**src/rtl/core/assert_macros.svh**
```systemverilog
// Assertion macros shared by the port knock detector RTL.
// Used by files that include it by bare name; no other dependencies.
`ifndef ASSERT_MACROS_SVH
`define ASSERT_MACROS_SVH

// Condition that must hold at every clock edge outside reset.
`define PKSD_ASSERT(label, clk, rst_n, cond, msg) \
  label: assert property (@(posedge clk) disable iff (!rst_n) (cond)) else $error(msg);

// When ante holds, cons must hold at the following edge.
`define PKSD_ASSERT_NEXT(label, clk, rst_n, ante, cons, msg) \
  label: assert property (@(posedge clk) disable iff (!rst_n) (ante) |=> (cons)) else $error(msg);

`endif

```
**src/rtl/core/pksd_pkg.sv**
```systemverilog
// Package for the port knock detector: widths, register indexes, history
// entry type and the cell/scanner control types. No dependencies.
`timescale 1ns / 1ps

package pksd_pkg;

  localparam int HIST_DEPTH_DEF = 16;
  localparam int SEQ_LEN_DEF    = 5;
  localparam int NUM_SEQ_REGS   = 5;

  localparam int ADDR_W    = 32;
  localparam int PORT_W    = 16;
  localparam int CFG_IDX_W = 3;

  // register index of seq_port_0; seq_port_j sits at CFG_SEQ_PORT_0 + j
  localparam logic [CFG_IDX_W-1:0] CFG_SEQ_PORT_0 = 3'd0;

  localparam logic ACT_KNOCK = 1'b0;
  localparam logic ACT_CLEAR = 1'b1;

  typedef struct packed {
    logic [ADDR_W-1:0] addr;
    logic [PORT_W-1:0] port;
  } hist_entry_t;

  // what every cell of the history ring does on a clock edge
  typedef enum logic [1:0] {
    CELL_HOLD  = 2'd0,
    CELL_PUSH  = 2'd1,  // take the word from the newer neighbor
    CELL_PULL  = 2'd2,  // take the word from the older neighbor
    CELL_CLEAR = 2'd3
  } cell_op_t;

  typedef struct packed {
    logic start;
    logic step;
  } scan_ctl_t;

endpackage

```
**src/rtl/core/port_knock_sequence_detector.sv**
```systemverilog
// Top level of the port knock detector: config registers, history ring of
// pksd_cell, pksd_scan matcher and the control sequencer. Uses pksd_pkg.
`timescale 1ns / 1ps
`include "assert_macros.svh"

// Port knock sequence detector.
// in_*  : one word per knock: in_action (0 knock, 1 clear history),
//         in_src_addr, in_dest_port. Valid/ready.
// out_* : one word per input word: out_sequence_ok. Valid/ready.
// cfg_* : register writes, cfg_index 0..4 selects seq_port_0..4, other
//         indexes are dropped. cfg_ready is always high; write only while
//         the block is idle.
// A knock is shifted into the head of a ring of HIST_DEPTH cells, then the
// ring rotates once around past the matcher, newest entry first, which
// leaves the ring in its original order. The result then passes the done
// state into the output register; a full output register can hold it there.
// A word is taken only in the idle state, so a knock is not taken before the
// last one has left the done state. A clear zeroes every cell at once and
// goes straight to the done state with a result of 0.
// The output register lets the next word be accepted while a result waits;
// a finished result that cannot enter the output register holds the block.
// Synchronous reset zeroes the history and the sequence registers.
module port_knock_sequence_detector #(
  parameter int HIST_DEPTH = pksd_pkg::HIST_DEPTH_DEF,
  parameter int SEQ_LEN    = pksd_pkg::SEQ_LEN_DEF
) (
  input  logic                           clk,
  input  logic                           rst_n,
  input  logic                           in_valid,
  output logic                           in_ready,
  input  logic                           in_action,
  input  logic [pksd_pkg::ADDR_W-1:0]    in_src_addr,
  input  logic [pksd_pkg::PORT_W-1:0]    in_dest_port,
  output logic                           out_valid,
  input  logic                           out_ready,
  output logic                           out_sequence_ok,
  input  logic                           cfg_valid,
  output logic                           cfg_ready,
  input  logic [pksd_pkg::CFG_IDX_W-1:0] cfg_index,
  input  logic [pksd_pkg::PORT_W-1:0]    cfg_data
);

  localparam int CNT_W = $clog2(HIST_DEPTH);

  typedef enum logic [2:0] {
    ST_IDLE = 3'b001,
    ST_SCAN = 3'b010,
    ST_DONE = 3'b100
  } state_t;

  state_t                      state_r, state_nxt;
  logic [CNT_W-1:0]            cnt_r, cnt_nxt;
  logic                        out_valid_r, out_valid_nxt;
  logic                        out_ok_r, out_ok_nxt;
  logic [pksd_pkg::PORT_W-1:0] seq_r [pksd_pkg::NUM_SEQ_REGS];
  logic [pksd_pkg::PORT_W-1:0] seq_use [SEQ_LEN];

  pksd_pkg::cell_op_t    cell_op;
  pksd_pkg::hist_entry_t knock;
  pksd_pkg::hist_entry_t cell_q [HIST_DEPTH];
  pksd_pkg::scan_ctl_t   scan_ctl;
  logic                  scan_match;
  logic                  in_fire;
  logic                  out_free;

  // ---------------- configuration ----------------
  assign cfg_ready = 1'b1;

  always_ff @(posedge clk) begin
    if (!rst_n) begin
      for (int j = 0; j < pksd_pkg::NUM_SEQ_REGS; j++) seq_r[j] <= '0;
    end else if (cfg_valid) begin
      for (int j = 0; j < pksd_pkg::NUM_SEQ_REGS; j++) begin
        if (cfg_index == pksd_pkg::CFG_IDX_W'(pksd_pkg::CFG_SEQ_PORT_0 + j)) begin
          seq_r[j] <= cfg_data;
        end
      end
    end
  end

  always_comb begin
    for (int j = 0; j < SEQ_LEN; j++) seq_use[j] = seq_r[j];
  end

  // ---------------- control ----------------
  assign in_ready = (state_r == ST_IDLE);
  assign in_fire  = in_valid && in_ready;
  assign out_free = !out_valid_r || out_ready;

  always_comb begin
    state_nxt     = state_r;
    cnt_nxt       = cnt_r;
    out_valid_nxt = out_valid_r && !out_ready;
    out_ok_nxt    = out_ok_r;
    cell_op       = pksd_pkg::CELL_HOLD;
    scan_ctl      = '0;
    case (state_r)
      ST_IDLE: begin
        if (in_fire) begin
          scan_ctl.start = 1'b1;
          cnt_nxt        = '0;
          if (in_action == pksd_pkg::ACT_CLEAR) begin
            cell_op   = pksd_pkg::CELL_CLEAR;
            state_nxt = ST_DONE;
          end else begin
            cell_op   = pksd_pkg::CELL_PUSH;
            state_nxt = ST_SCAN;
          end
        end
      end
      ST_SCAN: begin
        // matcher sees cell 0; the ring rotates older entries toward it
        cell_op       = pksd_pkg::CELL_PULL;
        scan_ctl.step = 1'b1;
        cnt_nxt       = cnt_r + CNT_W'(1);
        if (cnt_r == CNT_W'(HIST_DEPTH - 1)) begin
          cnt_nxt   = '0;
          state_nxt = ST_DONE;
        end
      end
      ST_DONE: begin
        if (out_free) begin
          out_valid_nxt = 1'b1;
          out_ok_nxt    = scan_match;
          state_nxt     = ST_IDLE;
        end
      end
      default: begin
        state_nxt = ST_IDLE;
      end
    endcase
  end

  always_ff @(posedge clk) begin
    if (!rst_n) begin
      state_r     <= ST_IDLE;
      cnt_r       <= '0;
      out_valid_r <= 1'b0;
    end else begin
      state_r     <= state_nxt;
      cnt_r       <= cnt_nxt;
      out_valid_r <= out_valid_nxt;
    end
  end

  always_ff @(posedge clk) begin
    out_ok_r <= out_ok_nxt;
  end

  assign out_valid       = out_valid_r;
  assign out_sequence_ok = out_ok_r;

  // ---------------- history ring ----------------
  assign knock.addr = in_src_addr;
  assign knock.port = in_dest_port;

  for (genvar k = 0; k < HIST_DEPTH; k++) begin : g_cell
    pksd_cell u_cell (
      .clk     (clk),
      .rst_n   (rst_n),
      .op      (cell_op),
      .newer_i ((k == 0) ? knock : cell_q[(k + HIST_DEPTH - 1) % HIST_DEPTH]),
      .older_i (cell_q[(k + 1) % HIST_DEPTH]),
      .entry_o (cell_q[k])
    );
  end

  pksd_scan #(
    .SEQ_LEN (SEQ_LEN)
  ) u_scan (
    .clk        (clk),
    .rst_n      (rst_n),
    .ctl        (scan_ctl),
    .addr_i     (in_src_addr),
    .seq_port_i (seq_use),
    .entry_i    (cell_q[0]),
    .match_o    (scan_match)
  );

  `PKSD_ASSERT_NEXT(a_busy_after_accept, clk, rst_n, in_fire, !in_ready,
                    "accepted a word while still busy")
  `PKSD_ASSERT_NEXT(a_clear_to_done, clk, rst_n, in_fire && in_action == pksd_pkg::ACT_CLEAR,
                    state_r == ST_DONE, "clear did not finish at once")
  `PKSD_ASSERT(a_cnt_idle, clk, rst_n, state_r == ST_SCAN || cnt_r == '0,
               "rotation count left nonzero")

endmodule

```
**src/rtl/core/pksd_cell.sv**
```systemverilog
// One history cell of the port knock detector ring.
// Depends on pksd_pkg.
`timescale 1ns / 1ps

module pksd_cell (
  input  logic                 clk,
  input  logic                 rst_n,
  input  pksd_pkg::cell_op_t   op,
  input  pksd_pkg::hist_entry_t newer_i,
  input  pksd_pkg::hist_entry_t older_i,
  output pksd_pkg::hist_entry_t entry_o
);

  pksd_pkg::hist_entry_t entry_r;
  pksd_pkg::hist_entry_t entry_nxt;

  always_comb begin
    entry_nxt = entry_r;
    case (op)
      pksd_pkg::CELL_HOLD:  entry_nxt = entry_r;
      pksd_pkg::CELL_PUSH:  entry_nxt = newer_i;
      pksd_pkg::CELL_PULL:  entry_nxt = older_i;
      pksd_pkg::CELL_CLEAR: entry_nxt = '0;
      default:              entry_nxt = entry_r;
    endcase
  end

  // history is zero after reset
  always_ff @(posedge clk) begin
    if (!rst_n) begin
      entry_r <= '0;
    end else begin
      entry_r <= entry_nxt;
    end
  end

  assign entry_o = entry_r;

endmodule

```
**src/rtl/core/pksd_scan.sv**
```systemverilog
// Sequence matcher: sees one history word per step, newest first, and
// tracks how many sequence ports are still to match. Depends on pksd_pkg.
`timescale 1ns / 1ps
`include "assert_macros.svh"

module pksd_scan #(
  parameter int SEQ_LEN = pksd_pkg::SEQ_LEN_DEF
) (
  input  logic                        clk,
  input  logic                        rst_n,
  input  pksd_pkg::scan_ctl_t         ctl,
  input  logic [pksd_pkg::ADDR_W-1:0] addr_i,
  input  logic [pksd_pkg::PORT_W-1:0] seq_port_i [SEQ_LEN],
  input  pksd_pkg::hist_entry_t       entry_i,
  output logic                        match_o
);

  localparam int REM_W = $clog2(SEQ_LEN + 1);

  logic [REM_W-1:0]            rem_r,  rem_nxt;
  logic                        stop_r, stop_nxt;
  logic [pksd_pkg::ADDR_W-1:0] addr_r, addr_nxt;
  logic [pksd_pkg::PORT_W-1:0] want_port;

  // port expected next: seq_port[rem - 1]
  always_comb begin
    want_port = '0;
    for (int j = 0; j < SEQ_LEN; j++) begin
      if (rem_r == REM_W'(j + 1)) want_port = seq_port_i[j];
    end
  end

  always_comb begin
    rem_nxt  = rem_r;
    stop_nxt = stop_r;
    addr_nxt = addr_r;
    if (ctl.start) begin
      rem_nxt  = REM_W'(SEQ_LEN);
      stop_nxt = 1'b0;
      addr_nxt = addr_i;
    end else if (ctl.step && !stop_r && entry_i.addr == addr_r) begin
      if (entry_i.port == want_port) begin
        rem_nxt  = rem_r - REM_W'(1);
        stop_nxt = (rem_r == REM_W'(1));
      end else if (rem_r != REM_W'(SEQ_LEN)) begin
        // mismatch after the match has begun
        stop_nxt = 1'b1;
      end
    end
  end

  always_ff @(posedge clk) begin
    if (!rst_n) begin
      rem_r  <= REM_W'(SEQ_LEN);
      stop_r <= 1'b0;
    end else begin
      rem_r  <= rem_nxt;
      stop_r <= stop_nxt;
    end
  end

  always_ff @(posedge clk) begin
    addr_r <= addr_nxt;
  end

  assign match_o = (rem_r == '0);

  `PKSD_ASSERT(a_rem_range, clk, rst_n, rem_r <= REM_W'(SEQ_LEN), "remaining count out of range")
  `PKSD_ASSERT(a_done_stops, clk, rst_n, rem_r != '0 || stop_r, "full match did not stop scan")
  `PKSD_ASSERT_NEXT(a_start_fresh, clk, rst_n, ctl.start,
                    rem_r == REM_W'(SEQ_LEN) && !stop_r, "scan did not restart")

endmodule

```
**config.mk**
```make
export PLATFORM = sky130hd
export DESIGN_NAME = port_knock_sequence_detector
export DESIGN_NICKNAME = d
export VERILOG_FILES = /design/src/rtl/core/pksd_pkg.sv /design/src/rtl/core/port_knock_sequence_detector.sv /design/src/rtl/core/pksd_cell.sv /design/src/rtl/core/pksd_scan.sv
export VERILOG_INCLUDE_DIRS = /design/src /design/src/rtl/core
export SDC_FILE = /design/constraint.sdc
export NUM_CORES = 2
export LEC_CHECK = 0
export BUFFER_PORTS_ARGS = -buffer_cell sky130_fd_sc_hd__buf_2
export CAP_MARGIN = 10
export CORE_MARGIN = 5
export CORE_UTILIZATION = 30
export DETAILED_ROUTE_END_ITERATION = 10
export GPL_TIMING_DRIVEN = 0
export PLACE_DENSITY_LB_ADDON = 0.2
export SLEW_MARGIN = 20
export SYNTH_ARGS = -nofsm -noshare
export SYNTH_HDL_FRONTEND = slang
export SYNTH_SLANG_ARGS = --single-unit
```
**constraint.sdc**
```tcl
create_clock -name clk -period 3.9 [get_ports clk]
set_input_delay 0.975 -clock clk [delete_from_list [all_inputs] [get_ports clk]]
set_output_delay 0.975 -clock clk [all_outputs]
set_load 0.01 [all_outputs]
```
# After elaboration in Yosys (flattened, before gate mapping)
# Memory sizes are Yosys's and may differ from the RTL's.
# Cells that the tools add are included.
# word_totals
word_cells	154
output_inout_bits	4
register_bits	813
memories	1
mem_bits_rw	80
# op_classes
bitwise_logic	6
addsub	2
mux	65
n_eq_ne	22
reduce_logical	19
# mem_list
memory	words	width	rd	rd_clocked_by_memory_dff	write_ports	line_no	source
seq_r	5	16	5	0	5	port_knock_sequence_detector.sv:55	logic [pksd_pkg::PORT_W-1:0] seq_r [pksd_pkg::NUM_SEQ_REGS];
# ops
operator	count
$pmux 48 s3	16
$mux 16	10
$eq 32x32->1	1
$mux 1	28
$eq 16x16->1	1
$eq 3x2->1 const B	5
$eq 3x3->1 const B	4
$mux 3	4
$eq 3x1->1 const B	3
$pmux 3 s3	1
$mux 4	2
$pmux 4 s2	1
$reduce_and 2->1	4
$logic_not 3->1	2
$or 1x1->1	5
$add 4x1->4 const B	1
$eq 2x2->1 const B	2
$eq 4x4->1 const B	1
$logic_and 1x1->1	4
$mux 2	2
$ne 2x2->1 const B	2
$pmux 2 s2	1
$reduce_bool 2->1	2
$logic_not 1->1	3
9 further kinds	9

# Logic depth before layout (Yosys ltp)
# logic_depth
depth_word	9
ltp_mapped	12
mapped_depth_nobuf	9

# Cells and area by module
# A second synthesis with hierarchy kept.
# unflattened
cells_unflattened	4703
area_unflattened_um2	46290.6
# by_module_without_submodules
module	area_each_um2	cells_each	seq_area_each_um2	instances
pksd_cell	2521.2	265	960.9	16
port_knock_sequence_detector	3134.3	170	2592.5	1
pksd_scan	2817.7	293	1041.0	1

# Least setup slack after synthesis
# OpenSTA, ideal clock, no wires.
# synth_path
path_type	input port to flip-flop
startpoint	input port in_valid
endpoint	register u_scan.stop_r
setup_ns	0.126
path_stages	5
path_slack_ns	0.761
arrival_ns	3.013
required_ns	3.774
path_cell_list	nand3b_1 -> nor2_1 -> nor2b_1 -> nand3b_1 -> o21ai_0
# synth_rtl
item	line_no	source
from (decl)	port_knock_sequence_detector.sv:29	input logic in_valid,
to (signal assigned)	pksd_scan.sv:58	stop_r <= stop_nxt;
to (decl)	pksd_scan.sv:21	logic stop_r, stop_nxt;

# Final worst setup path
# layout_path
startpoint	register state_r[0]
endpoint	register g_cell[0].u_cell.entry_r, in the netlist g_cell[0].u_cell.entry_o[14]
# layout_via
elab_chain_len	6
word_cells_on_any_way	10
classes_between	eq/ne: 5; mux: 3; reduce/logical: 2
# layout_lines
item	line_no	source
from (decl)	port_knock_sequence_detector.sv:51	state_t state_r, state_nxt;
from (signal assigned)	port_knock_sequence_detector.sv:140	state_r <= state_nxt;
$eq 3x1->1	port_knock_sequence_detector.sv:86, port_knock_sequence_detector.sv:97	
$logic_and 1x1->1	port_knock_sequence_detector.sv:87	assign in_fire = in_valid && in_ready;
$mux 2	port_knock_sequence_detector.sv:99	if (in_fire) begin
$pmux 2 s2 *	port_knock_sequence_detector.sv:97	case (state_r)
$eq 2x2->1 / $eq 2x1->1 (equally long branches)	pksd_cell.sv:19	case (op)
$pmux 48 s3	pksd_cell.sv:19	
to (signal assigned)	pksd_cell.sv:33	entry_r <= entry_nxt;
to (decl)	pksd_cell.sv:14	pksd_pkg::hist_entry_t entry_r;
# Every way passes the cells marked *; elsewhere a longest branch is shown, timed or not.
# A chain may end at the register's enable or synchronous reset.

==> reports/results.ini <==
[power_and_ir_drop]
p_leak_uw=0.0143
ir_worst_vdd_mv=0.378
p_per_area_nw_per_um2=495

[clock_network]
clkLatencyLatePin_ps=670
cts.hold.buffers_added=0
cts_made_buffers=98
cts_setup_buffers=0
cts.path.max_buffers=3
cts_root_buf=clkbuf_16
cts_tree=yes
clkSinkCount=893
cts-htree-levels=3
clk_pin_slew_worst_paths_ps=70

[grt]
grt_max_degree=18
grt_usage_pct=20.2
grt_pass1_wl_mm=197
first_global_vias=29000
grt_overflow_total=0
grt_antenna_before_repair=11

[critical_path]
path_max_fanout=11
critPathTopFamily=buffers and inverters
critPathCaptureType=flop
critPathLaunchType=flop
rr_startpoint=state_r[0]$_SDFFE_PN1P_
worstPathArrival_ps=4390
critical-path-slowest-cell=clkbuf_1
path_class=reg2reg
cp_num_buf_inv=3
r2r-end=g_cell[0].u_cell.entry_o[14]$_SDFFE_PN0P_
worstPathCellList=nand2b_1, nor2_1, buf_1, clkbuf_2, clkbuf_1, a222oi_1, nor2b_1
cpPeakStageDelay_ps=750
reg2reg_slack_ps=110
worstPathRequired_ps=4490
reg2reg_depth=7

[sta]
slew_violations=0
layout_min_cycle_time_ps=3790
slew_headroom_pct=21.2
rsz0062_at_grt=no
fin_skew_ps=23.5
worst_slew_pin_slew_ps=1180
fmax_mhz=264
hold_slack_ps=484
post-route-period-util_pct=97.2
setup_viol=0
hold_viol=0

[cells_and_area]
layout_commonest_cell=dfxtp_1
final_area_um2=42100
nets=3636
final_layout_size_suffix_gt1_share_pct=7.25
layout_common_cells=dfxtp_1 (780), nor2b_1 (657), a222oi_1 (648)
fin_cells=5255
area_delta_synth_final_pct=15.9
nFillCells=12300

[place]
placed_cells=5069
postPlaceCellArea_um2=38900
gp_congestion=0.843
dp_hpwl_mm=101
io_buffers=74

[yosys]
synth_ff_type=dfxtp_1
synth-edff-count=113
synth-seq-cells=893
ys_seq_area_share_pct=52.3
syn-instance-count=3376
synth_area_per_cell_um2=10.8
synth_nets=3455
synth.distinct_cells=64
syn-cell-area_um2=36300
yosysWarnings=0
synthArstFlopShare_pct=0

[routing]
drc=0
drtAntennaViolNets=0
drtIter0Drc=5555
wl_per_cell_um=25.5
wl_mm=134
first_pass_iters=10
viasPerCell=5.74
vias=30200

[min_path]
hold_depth=1
hold-path-endpoint=cnt_r[3]$_SDFFE_PN0P_
hold_path_class=reg2reg
worstHoldStart=cnt_r[3]$_SDFFE_PN0P_

[floorplanning]
initial_core_util_pct=30.3
pin_count=77
dieArea_um2=128000
coreArea_um2=120000
rows=127
die_w_um=358
die_h_um=358

[outcome]
outcome=finished, final reports clean

[job]
max_cap_violations=0

==> cells by family (layout without fill, tap and decap cells) <==
| logic type | count (synthesis) | in the layout | synth area share, % |
|---|---|---|---|
| xor+xnor | 45 | 45 | 1.08 |
| flops | 893 | 893 | 52.3 |
| fa+ha+maj | 6 | 6 | 0.207 |
| simple gates | 1149 | 1149 | 18.9 |
| mux | 3 | 3 | 0.0826 |
| other cells | 1 | 5 | 0.0103 |
| buf+inv | 417 | 680 | 4.43 |
| compound gates | 862 | 862 | 23.0 |
==> metal layers <==
metal	wire length, um	track usage, %	part of all wire, %	vias up
met3	10600	4.08	7.9	157
li1	-	-	-	13800
met1	60900	28.3	45	15000
met2	59000	31.4	44	1192
met4	3640	6.16	2.7	0
met5	0	0	0	-
==> cells in the mapped netlist, drive strengths merged, types with 2 or more instances <==
cell type / number / area (um2)
nor3: 7 / 35.0
nand2b: 15 / 93.8
a31oi: 3 / 18.8
o22ai: 2 / 12.5
nand3b: 133 / 998
o311ai: 2 / 17.5
o211a: 120 / 1200
buf: 40 / 194
nand4: 5 / 31.3
or3: 7 / 48.8
nor2b: 658 / 4120
mux2i: 3 / 30.0
o211ai: 3 / 27.5
inv: 21 / 78.8
clkbuf: 356 / 1340
nand3: 129 / 646
and4b: 4 / 41.3
and3: 8 / 50.1
o21a: 3 / 22.5
nor4: 12 / 81.3
o31ai: 5 / 37.5
ha: 6 / 75.1
o21ai: 19 / 95.1
nor2: 7 / 26.3
a22oi: 4 / 30.0
a222oi: 648 / 6490
a32o: 5 / 50.1
a221o: 7 / 70.1
a41oi: 2 / 17.5
dfxtp: 780 / 15600
a21oi: 23 / 115
and2: 19 / 123
xnor2: 14 / 123
nand2: 139 / 524
nor3b: 2 / 15.0
a221oi: 8 / 70.1
xor2: 31 / 272
edfxtp: 113 / 3390
==> stage by stage <==
step           setup slack [ps]  TNS, ps  utilization [%]  power, uW
2_1_floorplan               761        0                -      10900
3_3_place_gp              -1750  -166310             32.2      11700
3_5_place_dp               -379   -51780             32.4      11700
4_1_cts                     163        0             35.0      21000
5_1_grt                    28.7        0             35.0      21600
6_report                    109        0             35.1      20900
==> worst max path at each step <==
stage | cells past startpoint | to | startpoint | slack [ps]
2_1_floorplan | 5 | u_scan.stop_r$_SDFFE_PP0P_ | in_valid | 760
3_3_place_gp | 6 | u_scan.stop_r$_SDFFE_PP0P_ | in_valid | -1750
3_5_place_dp | 5 | seq_r[0][78]$_DFFE_PP_ | rst_n | -380
4_1_cts | 8 | g_cell[11].u_cell.entry_o[31]$_SDFFE_PN0P_ | state_r[0]$_SDFFE_PN1P_ | 160
5_1_grt | 7 | g_cell[0].u_cell.entry_o[13]$_SDFFE_PN0P_ | state_r[0]$_SDFFE_PN1P_ | 30
6_report | 7 | g_cell[0].u_cell.entry_o[14]$_SDFFE_PN0P_ | state_r[0]$_SDFFE_PN1P_ | 110
==> sequential cells by signal, summed over array words and instances (netlist names) <==
signal and cells:
u_scan.addr_r 32, state_r 3, seq_r 80, out_valid 1, u_scan.rem_r 3, cnt_r 4
u_scan.stop_r 1, out_sequence_ok 1, g_cell.u_cell.entry_o 768
==> repair_timing <==
item | 4_1_cts | 5_1_grt
endpoints found under the hold margin | 0 | 0
resized for setup | 0 | 7
endpoints found under the setup margin | 0 | 19
==> area by class of cell <==
cell class                      count  area, um2  share of cell area [%]
Timing Repair Buffer               81        474                    1.13
Buffer                            396       1540                    3.65
Clock inverter                     24        268                   0.636
Sequential cell                   893      19000                    45.1
Multi-Input combinational cell   2066      15800                    37.5
Clock buffer                      158       2950                    6.99
Inverter                           21       78.8                   0.187
Antenna cell                        4       10.0                  0.0238
Tap cell                         1612       2020                    4.79
==> power by group <==
group	switching, uW	internal (uW)
Combinational	1180	512
Sequential	239	9580
Clock	3920	5430
Power figures use the tool's default switching activity.
